<file path="src/hw/rtl/rtsp_isqrt.sv">
// Pipelined integer square root, one result bit per stage.
`timescale 1ns / 1ps
module rtsp_isqrt #(
  parameter int W = 44
) (
  input  logic           clk_i,
  input  logic           en_i,
  input  logic [W-1:0]   rad_i,
  output logic [W/2-1:0] root_o
);
  localparam int R  = W / 2;
  localparam int RW = R + 2;
  localparam int XW = R + 4;

  logic [W-1:0]  rad_q  [R];
  logic [RW-1:0] rem_q  [R];
  logic [R-1:0]  root_q [R];

  for (genvar s = 0; s < R; s++) begin : g_st
    logic [W-1:0]  rad_p;
    logic [RW-1:0] rem_p;
    logic [R-1:0]  root_p;
    logic [XW-1:0] remx;
    logic [XW-1:0] trial;
    logic          ge;

    if (s == 0) begin : g_first
      assign rad_p  = rad_i;
      assign rem_p  = '0;
      assign root_p = '0;
    end else begin : g_next
      assign rad_p  = rad_q[s-1];
      assign rem_p  = rem_q[s-1];
      assign root_p = root_q[s-1];
    end

    assign remx  = {rem_p, rad_p[W-1 -: 2]};
    assign trial = XW'({root_p, 2'b01});
    assign ge    = remx >= trial;

    always_ff @(posedge clk_i) begin
      if (en_i) begin
        rad_q[s]  <= {rad_p[W-3:0], 2'b00};
        rem_q[s]  <= ge ? RW'(remx - trial) : RW'(remx);
        root_q[s] <= {root_p[R-2:0], ge};
      end
    end
  end

  assign root_o = root_q[R-1];
endmodule

</file>
<file path="config.mk">
export PLATFORM = sky130hd
export DESIGN_NAME = rtsp_isqrt
export DESIGN_NICKNAME = d
export VERILOG_FILES = /design/src/hw/rtl/rtsp_isqrt.sv
export SDC_FILE = /design/constraint.sdc
export NUM_CORES = 2
export LEC_CHECK = 0
export BUFFER_PORTS_ARGS = -buffer_cell sky130_fd_sc_hd__buf_2
export CORE_MARGIN = 2
export CORE_UTILIZATION = 60
export CTS_CLUSTER_SIZE = 14
export DETAILED_ROUTE_END_ITERATION = 8
export HOLD_SLACK_MARGIN = 0.12
export PLACE_DENSITY_LB_ADDON = 0.08
export SLEW_MARGIN = 15
export SYNTH_ARGS = -nofsm -noshare
export SYNTH_HDL_FRONTEND = slang
export SYNTH_SLANG_ARGS = --single-unit
</file>
<file path="constraint.sdc">
create_clock -name clk_i -period 9.8 [get_ports clk_i]
set_clock_uncertainty 0.1 [all_clocks]
set_input_delay 1.96 -clock clk_i [delete_from_list [all_inputs] [get_ports clk_i]]
set_output_delay 1.96 -clock clk_i [all_outputs]
set_load 0.01 [all_outputs]
</file>
==> After elaboration in Yosys (flattened, before gate mapping) <==
Memories as Yosys holds them, arrays and structs flattened.
Cells that the tools add are included.
{ "word_totals": {"ramBits": 1936, "memories": 3, "regBits": 0, "word_cells": 71, "inputBits": 46, "out_inout_bits": 22} }
{ "op_classes": {"n_lt_le_gt_ge": 22, "addsub": 22, "n_mux": 24} }
{ "memory_table": {"columns": ["memory", "words", "width", "rd", "rd_clocked_by_memory_dff", "wr", "line", "text"], "rows": [
  ["rad_q", 22, 42, 21, 0, 22, "15", "logic [W-1:0] rad_q [R];"],
  ["rem_q", 22, 24, 21, 0, 22, "16", "logic [RW-1:0] rem_q [R];"],
  ["root_q", 22, 22, 22, 0, 22, "17", "logic [R-1:0] root_q [R];"]
]} }
{ "ops": {"columns": ["cell", "n"], "rows": [
  ["26-bit by 24-bit greater-or-equal comparator with 1-bit output", 21],
  ["24-bit 2-to-1 mux", 22],
  ["24-bit subtractor", 21],
  ["2-bit by 1-bit subtractor with 3-bit output (second input constant)", 1],
  ["2-bit by 1-bit greater-or-equal comparator with 1-bit output (second input constant)", 1],
  ["1-bit 2-to-1 mux", 2]
]} }

==> Longest topological paths before layout <==
An unclocked memory read counts as a cell.
{ "logic_depth": {"ltp_word": 3, "depth_mapped": 13, "mapped_depth_nobuf": 11} }

==> Worst setup path after synthesis <==
No wires, ideal clock.
{ "synth_path": {"kind": "register to register", "start": "memory rem_q[2][72] (netlist bit)", "end": "memory rem_q[2][110] (netlist bit), data pin", "setup_ns": 0.260, "period_less_slack_ns": 3.090, "arrival_ns": 2.730, "path_buffers": 1, "setup_slack_ns": 6.710, "required_ns": 9.440, "stages_incl_launch_ff": 10, "cell_sequence": "edfxtp_1 > ha_1 > nor2b_1 > o31a_1 > o21ai_0 > o21ai_0 > a21boi_0 > o211ai_1 > clkbuf_1 > mux2_2"} }
{ "synth_lines": {"columns": ["item", "line"], "rows": [
  ["start, declared", "16"]
]} }

==> results.toml <==
[clocking]
clk_pin_slew_ns = 0.06
cts.root.buffer_cell = "clkbuf_16"
cts_buffers = 118
cts_tree = "built"
post_cts_buffers = 0
cts.path.max_buffers = 3
cts_max_level = 3
insertion_delay_ns = 0.71
cts_sinks = 1189
cts-resized-gates = 0
cts_hold_buf = 0

[sta]
relSlewSlack_pct = 24.9
hold_violations = 0
setup_viol = 0
tns_ns = 0
max_freq_mhz = 255
rsz0062_at_grt = "false"
drv_slew = 0
finalCritPeriodShare_pct = 39.9
tightest_slew_ns = 1.13
period_needed_ns = 3.91

[cells_and_area]
synthToLayoutAreaGrowth_pct = 10.5
fillers = 6685
area.sequential_um2 = 35700
layout-drive-gt1-share_pct = 7.70
layoutNonFillerInstCount = 5654
finalNetCount = 4691
multiInputGateArea_um2 = 17800
diodes = 0
stdcell_area_um2 = 60900

[worst_setup_path]
cpMostUsedCell = "a2111oi_0"
crit_slowest_cell = "or4_1"
rr_startpoint = "rem_q[2][11]$_DFFE_PP_"
setup.worst_path.start = "rem_q[2][11]$_DFFE_PP_"
reg2reg_to = "rem_q[2][44]$_DFFE_PP_"
endpoint = "rem_q[2][44]$_DFFE_PP_"
slowest_delay_ns = 0.60
cp_data_arrival_time_ns = 4.24
setup.worst_path.end_class = "flip-flop"
path_class = "reg2reg"
critPathRequiredTime_ns = 10.13
path_cells = "ha_1, nand4_1, or4_1, a2111oi_0, nor2_1, o211a_1, buf_4, a2111oi_0, xor2_1"
critPathMaxFanout = 25
r2r_cells = 9
rrSetupSlack_ns = 5.89
cp-start-kind = "flip-flop"

[floorplanning]
core_um2 = 91200
dieArea_um2 = 94200
io_pins = 68
num_rows = 111
start_util_pct = 60.4
die_w_um = 307
die-height_um = 307

[global_route]
grt_pass1_vias = 30900
antenna_found_initial = 0
grt_remaining_overflow = 0
grt_start_max_net_pins = 192
grt_pass1_wl_um = 160000
track_usage_pct = 21.3

[logic_synthesis]
synth_xor_area_share_pct = 5.98
synth_compound_area_share_pct = 9.20
synth-edff-count = 1189
synthesis.nets = 4554
netlist_area_um2 = 55100
synth_area_leaders = "edfxtp_1 65%, ha_1 6.3%, xnor2_1 3.0%"
synthFlopType = "edfxtp_1"
muxShareOfSynthArea_pct = 0.675
yosysUniqueCellTypes = 77
avgSynthCellArea_um2 = 13.0
synth_top_family_by_area = "simple AND/OR/NAND/NOR gates"
synth_top_area_share_pct = 64.8
synth-seq-cells = 1189
synth-simple-area-share_pct = 10.2
syn_inst = 4232
synth.largest_area_cell = "edfxtp_1"
yosysSeqAreaShare_pct = 64.8
async_reset_ff_share_pct = 0
ys_warn_count = 0
synth-adder-area-share_pct = 6.27

[power_and_ir_drop]
p_leak_uw = 0.0232
ir_worst_vdd_v = 0.000201
p_per_area_nw_per_um2 = 221

[routing]
antenna_left = 0
dr.pass1.iters = 7
routedWlPerCell_um = 17.8
drt-total-wl_um = 101000
via_count = 32400
drt_iter0_markers = 2748
viasPerCell = 5.73
drc = 0

[placement]
place_hpwl_um = 70400
io_buffers = 67
dp_cells = 5435
dpl_cell_area_um2 = 56900
gp_congestion = 0.885

[run_status]
status = "finished clean"

[run]
maxCapViolations = 0

[worst_hold_path]
min_path_type = "reg2reg"
-- logic make-up (layout without fill, tap and decap cells) --
logic type	count (synthesis)	after routing
flip-flops	1189	1189
AND/OR/NAND/NOR	1133	1133
AO/OA/AOI/OAI	813	813
buffers and inverters	410	646
XOR/XNOR	376	376
adder cells (fa/ha/maj)	276	276
multiplexers	34	34
other	1	1
-- critical path, delay by kind of cell (launching register included) --
family          cells  cell delay [ns]
compound gates      3             1.39
xor+xnor            1             0.11
fa+ha+maj           1             0.46
buf+inv             1             0.31
flops               1             0.40
simple gates        3             0.87
-- cells in the final DEF, fill, tap and decap left out, drive strengths merged, types with 58 or more instances in the layout --
| master | Yosys | final |
|---|---|---|
| o21ai | 232 | 232 |
| xnor2 | 188 | 188 |
| nor2 | 264 | 264 |
| inv | 330 | 336 |
| buf | 14 | 97 |
| ha | 276 | 276 |
| nand2 | 302 | 302 |
| nand3 | 72 | 72 |
| edfxtp | 1189 | 1189 |
| nor3 | 123 | 123 |
| a21o | 81 | 81 |
| a21oi | 225 | 225 |
| nor4 | 58 | 58 |
| xor2 | 188 | 188 |
| clkbuf | 66 | 133 |
-- area by class of cell --
class                      instances  share of cell area, %
multi-input combinational       2633                   29.3
tap                             1186                   2.44
sequential                      1189                   58.7
timing repair buffer              97                   1.04
clock inverter                    86                   1.54
inverter                         330                   2.04
clock buffer                     133                   4.94
-- synthesized netlist by cell type, types with 43 or more instances --
master / instances
clkbuf_1: 66
edfxtp_1: 1189
nor4_1: 56
ha_1: 276
nand4_1: 43
o21a_1: 56
nand2b_1: 52
nand3_1: 72
nand2_1: 302
a21o_1: 81
o21ai_0: 232
nor3_1: 120
a21oi_1: 225
xor2_1: 188
nor2_1: 263
xnor2_1: 188
inv_1: 329
-- through the flow --
stage / setup slack, ns / util (%) / hold WS, ns / power (uW)
detailed placement: 5.42 / 62.4 / 0.305 / 8970
floorplan: 6.71 / - / 0.300 / 8280
finish: 5.89 / 66.7 / 0.313 / 13500
global route: 5.48 / 66.7 / 0.319 / 14100
global placement: 5.46 / 62.4 / 0.301 / 8930
CTS: 5.92 / 66.7 / 0.314 / 13600
-- how the worst min path moves through the flow --
stage | start | to | slack, ns | depth (start not counted)
2_1_floorplan | rad_q[0][56]$_DFFE_PP_ | rad_q[0][100]$_DFFE_PP_ | 0.30 | 0
3_3_place_gp | rad_q[0][102]$_DFFE_PP_ | rad_q[0][146]$_DFFE_PP_ | 0.30 | 0
3_5_place_dp | rad_q[0][56]$_DFFE_PP_ | rad_q[0][100]$_DFFE_PP_ | 0.30 | 0
4_1_cts | rad_q[0][46]$_DFFE_PP_ | rad_q[0][90]$_DFFE_PP_ | 0.31 | 0
5_1_grt | rad_q[0][123]$_DFFE_PP_ | rad_q[0][167]$_DFFE_PP_ | 0.32 | 0
6_report | rad_q[0][39]$_DFFE_PP_ | rad_q[0][83]$_DFFE_PP_ | 0.31 | 0
-- power breakdown --
part	leakage, uW	total (uW)	internal [uW]	switching (uW)
clock	0.00193	4570	2680	1890
combinational	0.00991	2190	923	1270
sequential	0.0114	6690	6340	350
-- layer usage --
layer,vias to the layer above,global-route usage [%],routed length (um)
li1,16000,-,-
met1,15600,30.5,46300
met2,676,34.4,47200
met3,161,3.15,4830
met4,0,5.79,2350
met5,-,0,0
-- state kept, by name, summed over array words and instances, names as in the netlist --
signal / count
rad_q: 462
root_q: 253
rem_q: 474
Note: power is estimated with default switching activity, not from simulation.
