===== src/hw/rtl/rtsp_div.sv =====
// Pipelined rounded division (2m+ld)/(2ld), one quotient bit per stage.
`timescale 1ns / 1ps
module rtsp_div #(
  parameter int MW = 45,
  parameter int LW = 22,
  parameter int QW = 24
) (
  input  logic          clk_i,
  input  logic          en_i,
  input  logic [MW-1:0] m_i,
  input  logic [LW-1:0] ld_i,
  output logic [QW-1:0] q_o
);
  localparam int NW = MW + 1;
  localparam int DW = LW + 1;
  localparam int RW = DW + 1;
  localparam int XW = RW + 1;

  logic [NW-1:0] num;
  logic [DW-1:0] den;

  // Adding half the divisor gives round to nearest, ties away from zero.
  assign num = {m_i, 1'b0} + NW'(ld_i);
  assign den = {ld_i, 1'b0};

  logic [RW-1:0] rem_q [QW];
  logic [QW-1:0] lo_q  [QW];
  logic [QW-1:0] quo_q [QW];
  logic [DW-1:0] den_q [QW];

  for (genvar s = 0; s < QW; s++) begin : g_st
    logic [RW-1:0] rem_p;
    logic [QW-1:0] lo_p;
    logic [QW-1:0] quo_p;
    logic [DW-1:0] den_p;
    logic [XW-1:0] remx;
    logic          ge;

    if (s == 0) begin : g_first
      // Quotient fits QW bits, so the top part is already below the divisor.
      assign rem_p = RW'(num[NW-1:QW]);
      assign lo_p  = num[QW-1:0];
      assign quo_p = '0;
      assign den_p = den;
    end else begin : g_next
      assign rem_p = rem_q[s-1];
      assign lo_p  = lo_q[s-1];
      assign quo_p = quo_q[s-1];
      assign den_p = den_q[s-1];
    end

    assign remx = {rem_p, lo_p[QW-1]};
    assign ge   = remx >= XW'(den_p);

    always_ff @(posedge clk_i) begin
      if (en_i) begin
        rem_q[s] <= ge ? RW'(remx - XW'(den_p)) : RW'(remx);
        lo_q[s]  <= {lo_p[QW-2:0], 1'b0};
        quo_q[s] <= {quo_p[QW-2:0], ge};
        den_q[s] <= den_p;
      end
    end
  end

  assign q_o = quo_q[QW-1];
endmodule


===== config.mk =====
export PLATFORM = sky130hd
export DESIGN_NAME = rtsp_div
export DESIGN_NICKNAME = d
export VERILOG_FILES = /design/src/hw/rtl/rtsp_div.sv
export SDC_FILE = /design/constraint.sdc
export NUM_CORES = 2
export LEC_CHECK = 0
export BUFFER_PORTS_ARGS = -buffer_cell sky130_fd_sc_hd__buf_2
export CAP_MARGIN = 25
export CORE_AREA = 2 2 286 500
export CTS_CLUSTER_DIAMETER = 30
export DETAILED_ROUTE_END_ITERATION = 8
export DIE_AREA = 0 0 288 502
export GPL_ROUTABILITY_DRIVEN = 0
export HOLD_SLACK_MARGIN = 0.06
export PLACE_DENSITY = 0.77
export SLEW_MARGIN = 20
export SYNTH_ARGS = -nofsm -noshare
export SYNTH_HDL_FRONTEND = slang
export SYNTH_SLANG_ARGS = --single-unit

===== constraint.sdc =====
create_clock -name clk_i -period 6.25 [get_ports clk_i]
set_input_delay 1.25 -clock clk_i [delete_from_list [all_inputs] [get_ports clk_i]]
set_output_delay 1.25 -clock clk_i [all_outputs]
set_load 0.01 [all_outputs]

Yosys cells after proc, flatten, opt, wreduce, memory -nomap -nowiden
Memory sizes are Yosys's and may differ from the RTL's.
Cells that the tools add are included.
Storage, ports and cells
  register bits after elaboration: 0
  memory bits (writable): 2256
  word-level logic and storage cells: 79
  memories: 4
Cells by class
  add/sub/neg operators: 25
  magnitude comparators: 24
  multiplexer cells: 26
Memories
  quo_q: depth 24, bits a word 24, rd ports 24, clocked after Yosys merged registers in 0, write ports 24, line 28  | logic [QW-1:0] quo_q [QW];
  rem_q: depth 24, bits a word 24, rd ports 23, clocked after Yosys merged registers in 0, write ports 24, line 26  | logic [RW-1:0] rem_q [QW];
  den_q: depth 24, bits a word 23, rd ports 23, clocked after Yosys merged registers in 0, write ports 24, line 29  | logic [DW-1:0] den_q [QW];
  lo_q: depth 24, bits a word 23, rd ports 23, clocked after Yosys merged registers in 0, write ports 24, line 27  | logic [QW-1:0] lo_q [QW];
Operators with widths (count)
  24-bit 2-to-1 mux: 24
  25-bit by 23-bit greater-or-equal comparator with 1-bit output: 23
  24-bit by 23-bit subtractor with 24-bit output: 23
  46-bit by 22-bit adder with 46-bit output: 1
  23-bit by 23-bit subtractor with 24-bit output: 1
  23-bit greater-or-equal comparator: 1
  1-bit 2-to-1 mux: 2

Longest topological paths before layout
  depth after elaboration: 3
  gate-level depth with buffers: 22

Worst setup path after synthesis
OpenSTA, ideal clock, no wires.
  path kind: input -> register
  start: in m_i[1]
  end: mem rem_q[0][10] (netlist name), data pin
  setup time: 262 ps
  arrival time: 5706 ps
  data required time: 5988 ps
  path slack: 282 ps
  cell stages on the path: 20
  path buffers: 1
  cells stage by stage: ha_1 a211oi_1 nor2_1 o41a_1 o41ai_1 a311oi_1 a22oi_1 nor2_1 xor2_1 ha_1 a21o_1 a211oi_1 o21ai_1 a221o_1 a31oi_1 o21ai_1 nand2_1 o211ai_1 buf_2 mux2_1
RTL lines
  from (decl): line 10  | input logic [MW-1:0] m_i,
  to (decl): line 26

==> impl_metrics.yaml <==
status:
  status: "complete, but fails checks"
  violations: "design-rule violations"
critical_path:
  cp_num_buf_inv: 4
  cpLargestDelayFamily: "compound AO/OA/AOI/OAI gates"
  reg2reg_to: "rem_q[2][13]$_DFFE_PP_"
  path_class: "input port to flip-flop"
  startpoint_type: "input port"
  critPathArrivalTime_ps: 6600
  slowest_delay_ps: 390
  path_max_fanout: 8
  crit_required_ps: 6860
  r2r-start: "rem_q[1][80]$_DFFE_PP_"
  cpMostUsedCell: "o21ai_1"
  endpoint_kind: "flip-flop"
  critPathSlowestCell: "fa_1"
  rrSetupSlack_ps: 1400
  reg2reg_depth: 12
  cp_cell_sequence: "buf_2 -> ha_1 -> fa_1 -> a211oi_1 -> o21ai_1 -> a41oi_1 -> buf_4 -> nor3_1 -> o211a_1 -> nor2_1 -> nor2_1 -> xnor2_2 -> inv_1 -> ha_1 -> nor2b_1 -> o21a_1 -> o21ai_1 -> a21oi_1 -> a31oi_1 -> o21ai_1 -> nand2_1 -> o211ai_1 -> buf_4 -> mux2_1"
cts:
  clock_sinks: 1611
  tritoncts: "yes"
  clkLatencyLatePin_ps: 860
  cts-htree-levels: 4
  cts_buffers: 222
  root_buffer: "clkbuf_16"
  cts_buffer_depth: 3
  clk_pin_slew_ps: 60
final_layout:
  nets: 7506
  layout_common_cells: "edfxtp_1, inv_1, ha_1, a21oi_1, nor2_1"
  register_area_sq_um: 48400
  drive_gt1_share_pct: 10.5
  layout.cells.non_filler: 8909
  final_cell_area_sq_um: 92600
  multiInputGateArea_sq_um: 29700
  final_common_cell: "edfxtp_1"
  nFillCells: 9899
  areaGrowthSynthToFinish_pct: 14.4
yosys:
  yosys-mux-area-fraction_pct: 3.12
  synth_top_area_share_pct: 59.8
  synthAdderAreaFrac_pct: 9.06
  async_reset_ff_share_pct: 0
  synth-seq-cells: 1611
  syn_nets: 7132
  synthSimpleGateAreaFrac_pct: 7.96
  syn-instance-count: 6491
  synth_edf_count: 1611
  syn-mean-instance-area_sq_um: 12.5
  ys_seq_area_share_pct: 59.8
  synth_top_family_by_area: "compound AO/OA/AOI/OAI gates"
  netlist_area_sq_um: 81000
  synth_xor_area_share_pct: 4.89
  yosys.area.top_type: "edfxtp_1"
  synth_compound_area_share_pct: 11.6
  synth_ff_type: "edfxtp_1"
  synthTopCellsByArea: "edfxtp_1, ha_1, xnor2_1"
  ys_warn_count: 0
  yosysUniqueCellTypes: 86
drt:
  ant_nets: 0
  vias: 53100
  wl_um: 200000
  drc: 2
  drtIter0Drc: 3534
  wl_per_cell_um: 22.4
  vias_per_cell: 5.96
  dr.pass1.iters: 9
sta:
  hold_violations: 0
  setup_viol: 0
  finalSetupTns_ps: 0
  fin_hold_ws_ps: 392
  max-slew-margin-rel_pct: 13.0
  rsz0062_at_grt: "false"
  worst_pin_slew_ps: 1290
  fin_crit_sh_pct: 95.9
  slew_viol_final: 0
  clock-skew-final_ps: 46.5
  fin_ws_ps: 256
  max_freq_mhz: 167
  fin_crit_ps: 5990
grt:
  grt_max_degree: 149
  grt_pass1_wl_um: 302000
  grt_pass1_vias: 56600
  grt.overflow.total: 0
  antenna_found_initial: 8
  grt_usage_pct: 27.8
min_path:
  min_from: "quo_q[1][2]$_DFFE_PP_"
  min_delay_path_depth: 0
  hold_end: "quo_q[1][27]$_DFFE_PP_"
  hold_class: "flip-flop to flip-flop"
pwr:
  leakagePower_nw: 37.3
  power.density_nw_per_um2: 528
  switching_power_mw: 17.8
  intPower_mw: 31.1
  pwr-share-seq_pct: 34.6
  power_frac_comb_pct: 38.7
  p_sw_share_pct: 36.5
  clock_power_share_pct: 26.8
  ir_drop_v: 0.000309
placed_design:
  dpl.hpwl_um: 148000
  place_inst: 8479
  dpl-instance-area_sq_um: 84700
  io_buffers: 92
  place_ws_ps: -649
floorplanning:
  core_sq_um: 140000
  pin_count: 93
  dieArea_sq_um: 145000
  die-width_um: 288
  rows: 182
  die_h_um: 502
  initial_core_util_pct: 57.7
flow_run:
  drv_cap: 0
-- registers in the layout (all words and copies together) (netlist names) --
signal,cells
lo_q,275
rem_q,552
den_q,484
quo_q,300
-- how the worst max path moves through the flow --
stage	from	end	slack [ps]	cells after the start
2_1_floorplan	m_i[1]	rem_q[0][10]$_DFFE_PP_	280	20
3_3_place_gp	m_i[0]	rem_q[0][21]$_DFFE_PP_	-610	24
3_5_place_dp	m_i[0]	rem_q[0][20]$_DFFE_PP_	-650	24
4_1_cts	m_i[0]	rem_q[0][20]$_DFFE_PP_	250	24
5_1_grt	m_i[0]	rem_q[0][17]$_DFFE_PP_	30	24
6_report	m_i[0]	rem_q[0][20]$_DFFE_PP_	260	24
-- layer usage --
metal	track usage, %	vias up	part of all wire [%]
met4	30.6	10	13
met5	0	-	0.031
li1	-	24700	-
met2	54.5	1831	56
met3	5.33	977	4.1
met1	20.0	25600	27
-- final cells by class --
cell class	count	share of cell area (%)
flip-flops and latches	1611	52.2
clock inverters	190	2.53
repair buffers	242	1.89
diodes	2	0.00540
multi-input cells	4115	32.1
well taps	1840	2.48
clock buffers	236	6.05
inverters	673	2.73
-- through the flow --
step	power, mW	utilization, %
2_1_floorplan	29.7	-
3_3_place_gp	34.6	60.4
3_5_place_dp	35.4	60.4
4_1_cts	48.6	66.0
5_1_grt	51.3	66.0
6_report	48.9	66.0
-- repair_timing --
action | 4_1_cts | 5_1_grt
hold buffers | 0 | 0
buffers inserted | 0 | 0
resized for setup | 0 | 1
endpoints found under the setup margin | 0 | 8
-- worst register-to-register path, stage by stage, from the launching register on --
cell and delay (ps):
edfxtp_1 400, ha_1 420, a21o_1 240, a21o_1 200, a21oi_1 280, a2bb2oi_1 420
a31oi_1 360, a21oi_1 500, o21ai_1 210, a2111oi_4 370, buf_4 480, nand2_1 150
o21ai_1 490
-- synthesized netlist by cell type (18+ instances only) --
| cell | count |
|---|---|
| nand3_1 | 75 |
| inv_1 | 668 |
| o211ai_1 | 30 |
| mux2i_1 | 18 |
| mux2_1 | 146 |
| nand2_1 | 349 |
| o31ai_1 | 32 |
| o21ai_0 | 226 |
| clkbuf_1 | 70 |
| a211oi_1 | 32 |
| or3_1 | 27 |
| fa_1 | 24 |
| xnor2_1 | 296 |
| and2_1 | 21 |
| nor2_1 | 401 |
| nand4_1 | 71 |
| o21bai_1 | 46 |
| a21oi_1 | 504 |
| nor4_1 | 22 |
| a31oi_1 | 43 |
| edfxtp_1 | 1611 |
| o22ai_1 | 18 |
| or2_2 | 21 |
| o31a_1 | 19 |
| xor2_1 | 156 |
| nor2b_1 | 77 |
| o21a_1 | 79 |
| o21ai_1 | 146 |
| ha_1 | 548 |
| nor3_1 | 77 |
| a21boi_0 | 18 |
| and3_1 | 43 |
| mux2_2 | 53 |
| a21o_1 | 212 |
| nand2b_1 | 85 |
-- cells by family (layout without fill, tap and decap cells) --
| group | after synthesis | in the layout |
|---|---|---|
| muxes | 224 | 224 |
| adders and majority gates | 572 | 572 |
| xor gates and xnor gates | 452 | 452 |
| DFF | 1611 | 1611 |
| and+or+nand+nor | 1340 | 1340 |
| AOI/OAI and AO/OA | 1527 | 1527 |
| buffers and inverters | 765 | 1341 |
| other | 0 | 2 |
-- power by group through the flow --
stage	Sequential [mW]	Clock (mW)	Combinational, mW
after floorplan	16.4	0	13.3
after global placement	16.9	0	17.7
after detailed placement	17.0	0	18.3
after CTS	16.8	13.3	18.5
after global routing	17.1	13.7	20.5
final	16.9	13.1	18.9
(Power assumes the default switching activity.)
