File: config.mk
export PLATFORM = sky130hd
export DESIGN_NAME = rtsp_pair_out_flat
export DESIGN_NICKNAME = d
export VERILOG_FILES = /design/src/hw/rtl/rtsp_pkg.sv /design/src/hw/rtl/rtsp_stream_if.sv /design/src/hw/rtl/rtsp_pair_out.sv /design/src/flat_wrapper.sv
export SDC_FILE = /design/constraint.sdc
export NUM_CORES = 1
export LEC_CHECK = 0
export BUFFER_PORTS_ARGS = -buffer_cell sky130_fd_sc_hd__clkbuf_2
export CORE_AREA = 2 2 219 221
export CTS_BUF_LIST = sky130_fd_sc_hd__clkbuf_4
export DETAILED_ROUTE_END_ITERATION = 7
export DIE_AREA = 0 0 221 223
export PLACE_DENSITY_LB_ADDON = 0.3
export SLEW_MARGIN = 20
export SYNTH_ARGS = -nofsm -noshare
export SYNTH_HDL_FRONTEND = slang
export SYNTH_SLANG_ARGS = --single-unit
File: constraint.sdc
create_clock -name clk_i -period 3 [get_ports clk_i]
set_clock_uncertainty 0.05 [all_clocks]
set_input_delay 0 -clock clk_i [delete_from_list [all_inputs] [get_ports clk_i]]
set_output_delay 0 -clock clk_i [all_outputs]
set_load 0.005 [all_outputs]
File: src/hw/rtl/rtsp_pkg.sv
// Types, constants and helper functions of the trapezoid search block.
`timescale 1ns / 1ps
package rtsp_pkg;

  localparam int CW    = 16;  // corner coordinate width
  localparam int OW    = 20;  // output vertex width
  localparam int GW    = 6;   // gain register width
  localparam int SW    = 17;  // midpoint sum width
  localparam int DW    = 18;  // midpoint difference width
  localparam int EW    = 24;  // width offset width
  localparam int TW    = 28;  // far vertex width before rounding
  localparam int RADW  = 44;  // square root radicand width
  localparam int ROOTW = RADW / 2;
  localparam int PW    = GW + ROOTW;
  localparam int MW    = PW + SW;
  localparam int QW    = 24;  // quotient width
  localparam int PLDLY = ROOTW + 2 + QW;
  localparam int NST   = 4 + ROOTW + 2 + QW + 1;

  localparam logic [GW-1:0] LengthGainRst = 6'd10;
  localparam logic [GW-1:0] WidthGainRst  = 6'd6;
  localparam logic signed [TW-1:0] HiLim = 28'sd524287;
  localparam logic signed [TW-1:0] LoLim = -28'sd524288;

  typedef enum logic [0:0] {
    CFG_LENGTH_GAIN = 1'b0,
    CFG_WIDTH_GAIN  = 1'b1
  } cfg_idx_e;

  typedef struct packed {
    logic [CW-1:0] corner0_x;
    logic [CW-1:0] corner0_y;
    logic [CW-1:0] corner1_x;
    logic [CW-1:0] corner1_y;
    logic [CW-1:0] corner2_x;
    logic [CW-1:0] corner2_y;
    logic [CW-1:0] corner3_x;
    logic [CW-1:0] corner3_y;
  } rect_t;

  typedef struct packed {
    logic                 side;
    logic                 last;
    logic                 degenerate;
    logic signed [OW-1:0] vertex0_x;
    logic signed [OW-1:0] vertex0_y;
    logic signed [OW-1:0] vertex1_x;
    logic signed [OW-1:0] vertex1_y;
    logic signed [OW-1:0] vertex2_x;
    logic signed [OW-1:0] vertex2_y;
    logic signed [OW-1:0] vertex3_x;
    logic signed [OW-1:0] vertex3_y;
  } trap_t;

  // Per-rectangle data that rides along the root and divide pipelines.
  typedef struct packed {
    logic [CW-1:0]        ca_x;
    logic [CW-1:0]        ca_y;
    logic [CW-1:0]        cb_x;
    logic [CW-1:0]        cb_y;
    logic [CW-1:0]        cc_x;
    logic [CW-1:0]        cc_y;
    logic [CW-1:0]        cd_x;
    logic [CW-1:0]        cd_y;
    logic [SW-1:0]        s0_x;
    logic [SW-1:0]        s0_y;
    logic [SW-1:0]        s1_x;
    logic [SW-1:0]        s1_y;
    logic signed [DW-1:0] d_x;
    logic signed [DW-1:0] d_y;
    logic signed [EW-1:0] e0_x;
    logic signed [EW-1:0] e0_y;
    logic signed [EW-1:0] e1_x;
    logic signed [EW-1:0] e1_y;
    logic                 degen;
  } pl_t;

  // Far vertices in Q.5, left pair then right pair.
  typedef struct packed {
    logic signed [TW-1:0] l2_x;
    logic signed [TW-1:0] l2_y;
    logic signed [TW-1:0] l3_x;
    logic signed [TW-1:0] l3_y;
    logic signed [TW-1:0] r2_x;
    logic signed [TW-1:0] r2_y;
    logic signed [TW-1:0] r3_x;
    logic signed [TW-1:0] r3_y;
  } far_t;

  // Q.5 to Q.4 with ties toward +inf, then clamp to the output range.
  function automatic logic signed [OW-1:0] half_sat(input logic signed [TW-1:0] t);
    logic signed [TW:0]   u;
    logic signed [TW-1:0] h;
    u = {t[TW-1], t} + 1'sb1;
    h = u[TW:1];
    if (h > HiLim) begin
      h = HiLim;
    end else if (h < LoLim) begin
      h = LoLim;
    end
    return h[OW-1:0];
  endfunction

endpackage

File: src/hw/rtl/rtsp_stream_if.sv
// Valid/ready stream channel with a typed payload.
`timescale 1ns / 1ps
interface rtsp_stream_if #(parameter type T = logic);
  logic valid;
  logic ready;
  T     data;

  modport source (output valid, output data, input ready);
  modport sink   (input valid, input data, output ready);
endinterface

File: src/hw/rtl/rtsp_pair_out.sv
// Output register that holds one rectangle's two trapezoids and sends them in turn.
`timescale 1ns / 1ps
module rtsp_pair_out import rtsp_pkg::*; (
  input  logic                 clk_i,
  input  logic                 rst_ni,
  input  logic                 vld_i,
  input  pl_t                  pl_i,
  input  far_t                 far_i,
  output logic                 take_o,
  rtsp_stream_if.source        trap_o
);
  logic  hv_q, ph_q;
  trap_t l_q, r_q;
  logic  load;

  // Take a new pair when empty or when the right item leaves this cycle.
  assign take_o = ~hv_q | (ph_q & trap_o.ready);
  assign load   = vld_i & take_o;

  always_ff @(posedge clk_i or negedge rst_ni) begin
    if (!rst_ni) begin
      hv_q <= 1'b0;
      ph_q <= 1'b0;
    end else if (load) begin
      hv_q <= 1'b1;
      ph_q <= 1'b0;
    end else if (hv_q && trap_o.ready) begin
      if (ph_q) begin
        hv_q <= 1'b0;
      end else begin
        ph_q <= 1'b1;
      end
    end
  end

  always_ff @(posedge clk_i) begin
    if (load) begin
      l_q.side       <= 1'b0;
      l_q.last       <= 1'b0;
      l_q.degenerate <= pl_i.degen;
      l_q.vertex0_x  <= OW'(pl_i.ca_x);
      l_q.vertex0_y  <= OW'(pl_i.ca_y);
      l_q.vertex1_x  <= OW'(pl_i.cb_x);
      l_q.vertex1_y  <= OW'(pl_i.cb_y);
      l_q.vertex2_x  <= half_sat(far_i.l2_x);
      l_q.vertex2_y  <= half_sat(far_i.l2_y);
      l_q.vertex3_x  <= half_sat(far_i.l3_x);
      l_q.vertex3_y  <= half_sat(far_i.l3_y);
      r_q.side       <= 1'b1;
      r_q.last       <= 1'b1;
      r_q.degenerate <= pl_i.degen;
      r_q.vertex0_x  <= OW'(pl_i.cc_x);
      r_q.vertex0_y  <= OW'(pl_i.cc_y);
      r_q.vertex1_x  <= OW'(pl_i.cd_x);
      r_q.vertex1_y  <= OW'(pl_i.cd_y);
      r_q.vertex2_x  <= half_sat(far_i.r2_x);
      r_q.vertex2_y  <= half_sat(far_i.r2_y);
      r_q.vertex3_x  <= half_sat(far_i.r3_x);
      r_q.vertex3_y  <= half_sat(far_i.r3_y);
    end
  end

  assign trap_o.valid = hv_q;
  assign trap_o.data  = ph_q ? r_q : l_q;
endmodule

File: src/flat_wrapper.sv
// flat-port wrapper written by rule: the top's interface ports become plain ports
module rtsp_pair_out_flat import rtsp_pkg::*;
  (clk_i, rst_ni, vld_i, pl_i, far_i, take_o, trap_o_valid, trap_o_data, trap_o_ready);
  rtsp_stream_if trap_o_i ();
  input  logic clk_i;
  input  logic rst_ni;
  input  logic vld_i;
  input  pl_t pl_i;
  input  far_t far_i;
  output logic take_o;
  output wire logic [$bits(trap_o_i.valid)-1:0] trap_o_valid;
  output wire logic [$bits(trap_o_i.data)-1:0] trap_o_data;
  input wire logic [$bits(trap_o_i.ready)-1:0] trap_o_ready;
  assign trap_o_valid = trap_o_i.valid;
  assign trap_o_data = trap_o_i.data;
  assign trap_o_i.ready = trap_o_ready;
  rtsp_pair_out u_core (.clk_i(clk_i), .rst_ni(rst_ni), .vld_i(vld_i), .pl_i(pl_i), .far_i(far_i), .take_o(take_o), .trap_o(trap_o_i));
endmodule
# == After elaboration in Yosys (flattened, before gate mapping) ==
# Index checks and enable logic that the tools add are counted.
# totals
reg_bits,4
output_inout_bits,3
# op_classes
n_addsub,2
order_cmp,4
muxes,8
bitwise,4
reduce_logical,4
# ops
operator,n
$add 28x2->29 const B,2
$gt 28x20->1 const B,2
$lt 28x20->1 const B,2
$mux 1,8
$reduce_bool 2->1,2
$and 1x1->1,2
$reduce_and 2->1,1
$logic_and 1x1->1,1
$not 1->1,1
$or 1x1->1,1

# == Longest topological paths before layout ==
# depth
depth_word,5
mapped_depth,7
depth_no_buf,7

# == Worst setup path after synthesis ==
# Ideal clock, no wire load.
# synth_path
kind,input to register
startpoint,in far_i[112] in the netlist's numbering
endpoint,"reg u_core.l_q[0] in the netlist's numbering, data pin"
arrival_time_ps,1549
required_ps,2695
setup_slack_ps,1146
path_stages,6
path_buffers,0
path_cell_list,ha_1 -> or3_1 -> or4_4 -> a211oi_2 -> o22ai_1 -> a31o_1
# synth_between
elab_chain_cells,3
# synth_rtl
element,line_no,source
start: declaration,flat_wrapper.sv:9,input far_t far_i;
$add 28x2->29 (*),rtsp_pkg.sv:94,"u = {t[TW-1], t} + 1'sb1;"
$lt 28x20->1,rtsp_pkg.sv:98,end else if (h < LoLim) begin
$mux 1,rtsp_pkg.sv:98,
end: declaration,rtsp_pair_out.sv:13,"trap_t l_q, r_q;"
# Mark *: on every way between the ends. The rest lies on a longest branch, timed or not.
# A chain may end at the register's enable or synchronous reset.

# == Final worst setup path ==
# layout_path
startpoint,in far_i[128] in the netlist's numbering
endpoint,"reg u_core.l_q[0] in the netlist's numbering, data pin"
# Same word-level chain as after synthesis.

==> out/metrics.cfg <==
[sta]
final_hold_violations=0
fin_crit_sh_pct=67.8
timing_worst_slew_pin_value_ns=0.379
max_slew_margin_pct=74.5
timing.fmax_ghz=0.492
rsz0062_at_grt=false
totalNegativeSetupSlack_ns=0
fin_crit_ns=2.03
setup_viol=0
final.hold.worst_slack_ns=0.0311
drv_slew=0

[critical_path]
worstPathRequired_ns=2.92
cp-end-kind=register
cp_data_arrival_time_ns=1.95
critical_path_class=in2reg
cpMaxStageDelayCell=sky130_fd_sc_hd__or4_4
cp_slowest_stage_delay_ns=0.52
worstReg2RegStart=u_core.ph_q
setup_crit_start=far_i[128]
worst-path-max-fanout=3
worst-r2r-setup-slack_ns=1.95
timing.critical_path.cells=clkbuf_2 -> nand4_2 -> nor3_2 -> nand3_1 -> or4_4 -> a211oi_2 -> o22ai_1 -> a31o_1
start_kind=input pin

[grt]
grt_util_overall_pct=1.39
grt_max_degree=7
grt_pass1_wl_um=5310
number_of_antenna_violations_at_the_first_check_in_global_routing=0
grt_pass1_vias=1021
grt_overflow=0

[cts]
ctsLongestPathBuffers=2
post_cts_hold_buffer_count=3
cts_made_buffers=3
tritoncts=yes
cts_root_buf=sky130_fd_sc_hd__clkbuf_4
max_h_tree_level=1
cts-resized-gates=0
post-cts-setup-buffer-count=0
clock-sinks=4
insertion_delay_of_the_later_clocked_pin_in_the_worst_skew_pair_ns=0.24
clkSlewWorstSetupHoldPaths_ns=0.04

[logic_synthesis]
syn_avg_cell_area_um2=7.17
ys_warn_count=0
synthCells=104
ys_types=38
postSynthRegisterBits=4
synthesized_netlist_net_count=663
synth_async_sr_flop_share_pct=50.0
syn_area_um2=746
ys_dominant_reg_cell=sky130_fd_sc_hd__edfxtp_1
synth_enable_flop_cells=2
synth_seq_area_share_pct=14.8

[placed_design]
gpl.final_weighted_congestion=0.648
port_buffers=62
hpwl_um=3220

[routing]
post-route-drc-count=0
route.detailed.wl_per_inst_um=4.36
drt_pre_antenna_iters=4
detail_route.iter0.violations=28
routed-via-count=1056
viasPerCell=1.34
routed_wl_um=3440
route.antenna.remaining_nets=0

[final_layout]
final_layout_size_suffix_gt1_share_pct=43.7
num_antenna_cells=0
fin_nets=734
layout.cells.most_common=sky130_fd_sc_hd__clkbuf_2
area_growth_pct=154
nFillCells=5600
commonest_cells_after_routing_fill_and_taps_aside=62 x sky130_fd_sc_hd__clkbuf_2, 13 x sky130_fd_sc_hd__nand2_1, 12 x sky130_fd_sc_hd__nand4_1

[floorplanning]
die_w_um=221
start_util_pct=1.58
die_footprint_um2=49300
placeableCoreArea_um2=47100
floorplan.io_pins=560
placementRows=80
die_height_um=223

[power]
power_per_cell_area_nw_per_um2=152
static-leakage-power_nw=0.542
power.ir.vdd_worst_v=0.0000482
finalPower_mw=0.288

[run_status]
outcome=completed

[hold_path]
hold_path.class=in2async

[flow_run]
max-cap-violations=0

## worst paths after layout
kind / endpoint / depth (start not counted)
setup / recovery: u_core.l_q[0] / 8
hold reg to reg: u_core.ph_q / 1
hold / removal: u_core.ph_q / 2
min in group clk_i: u_core.l_q[0] / 3
max in group asynchronous: u_core.trap_o.valid / 2
setup reg to reg: u_core.r_q[0] / 3
## state kept, by name, indices dropped and copies added, names as in the netlist
register,flops
u_core.r_q,1
u_core.ph_q,1
u_core.l_q,1
u_core.trap_o.valid,1
## routing by layer
metal	vias up	GRT usage (%)	wire length [µm]
li1	551	-	-
met1	475	1.71	1550
met2	28	2.51	1740
met3	2	0.198	129
met4	0	0.390	11
met5	-	0	0
## worst max-delay path: cells and delay by family
family                 cells  cell delay [ns]
AND/OR/NAND/NOR            4             1.29
AO/OA/AOI/OAI              3             0.57
buffers and inverters      1             0.09
## power breakdown
group / switching [mW] / leakage [nW] / total (mW) / internal (mW)
Sequential: 0.00947 / 0.0403 / 0.0800 / 0.0705
Combinational: 0.0584 / 0.483 / 0.122 / 0.0634
Clock: 0.0268 / 0.0184 / 0.0860 / 0.0592
Total: 0.0946 / 0.542 / 0.288 / 0.193
## cell families (layout without fill, tap and decap cells)
group	after synthesis	after routing	share of synthesized area, %
adders and majority gates	2	2	3.36
DFF	4	4	14.8
and+or+nand+nor	70	70	54.4
muxes	3	3	4.36
xor gates and xnor gates	5	5	5.87
AOI/OAI and AO/OA	17	17	15.8
buffers and inverters	3	73	1.51
## synthesized netlist by cell type (2+ instances only)
| cell | n | area (µm²) |
|---|---|---|
| sky130_fd_sc_hd__a21oi_1 | 4 | 20.0 |
| sky130_fd_sc_hd__a31oi_1 | 2 | 12.5 |
| sky130_fd_sc_hd__and3_1 | 5 | 31.3 |
| sky130_fd_sc_hd__and4_1 | 2 | 17.5 |
| sky130_fd_sc_hd__dfrtp_1 | 2 | 50.1 |
| sky130_fd_sc_hd__edfxtp_1 | 2 | 60.1 |
| sky130_fd_sc_hd__ha_1 | 2 | 25.0 |
| sky130_fd_sc_hd__inv_1 | 3 | 11.3 |
| sky130_fd_sc_hd__mux2_2 | 2 | 22.5 |
| sky130_fd_sc_hd__nand2_1 | 13 | 48.8 |
| sky130_fd_sc_hd__nand2b_1 | 2 | 12.5 |
| sky130_fd_sc_hd__nand3_1 | 8 | 40.0 |
| sky130_fd_sc_hd__nand4_1 | 12 | 75.1 |
| sky130_fd_sc_hd__nor2_1 | 10 | 37.5 |
| sky130_fd_sc_hd__nor3_1 | 4 | 20.0 |
| sky130_fd_sc_hd__nor4_1 | 2 | 12.5 |
| sky130_fd_sc_hd__o21ai_0 | 3 | 15.0 |
| sky130_fd_sc_hd__or4_1 | 2 | 15.0 |
| sky130_fd_sc_hd__xnor2_1 | 5 | 43.8 |
## area by class of cell
| type | instances | area [µm²] | share of cell area [%] |
|---|---|---|---|
| timing repair buffer | 66 | 348 | 18.4 |
| tap | 615 | 769 | 40.6 |
| clock buffer | 4 | 30.0 | 1.59 |
| sequential | 4 | 110 | 5.82 |
| multi-input combinational | 97 | 624 | 33.0 |
| inverter | 3 | 11.3 | 0.595 |
## per-stage QoR
stage               cell area, µm²  setup slack [ns]  utilization [%]  cells
floorplan                      746              1.15                -    104
global placement              1830             0.454             3.89    782
detailed placement            1830             0.449             3.89    782
CTS                           1890             0.709             4.02    789
global route                  1890             0.683             4.02    789
finish                        1890             0.966             4.02    789
Power figures use the tool's default switching activity.
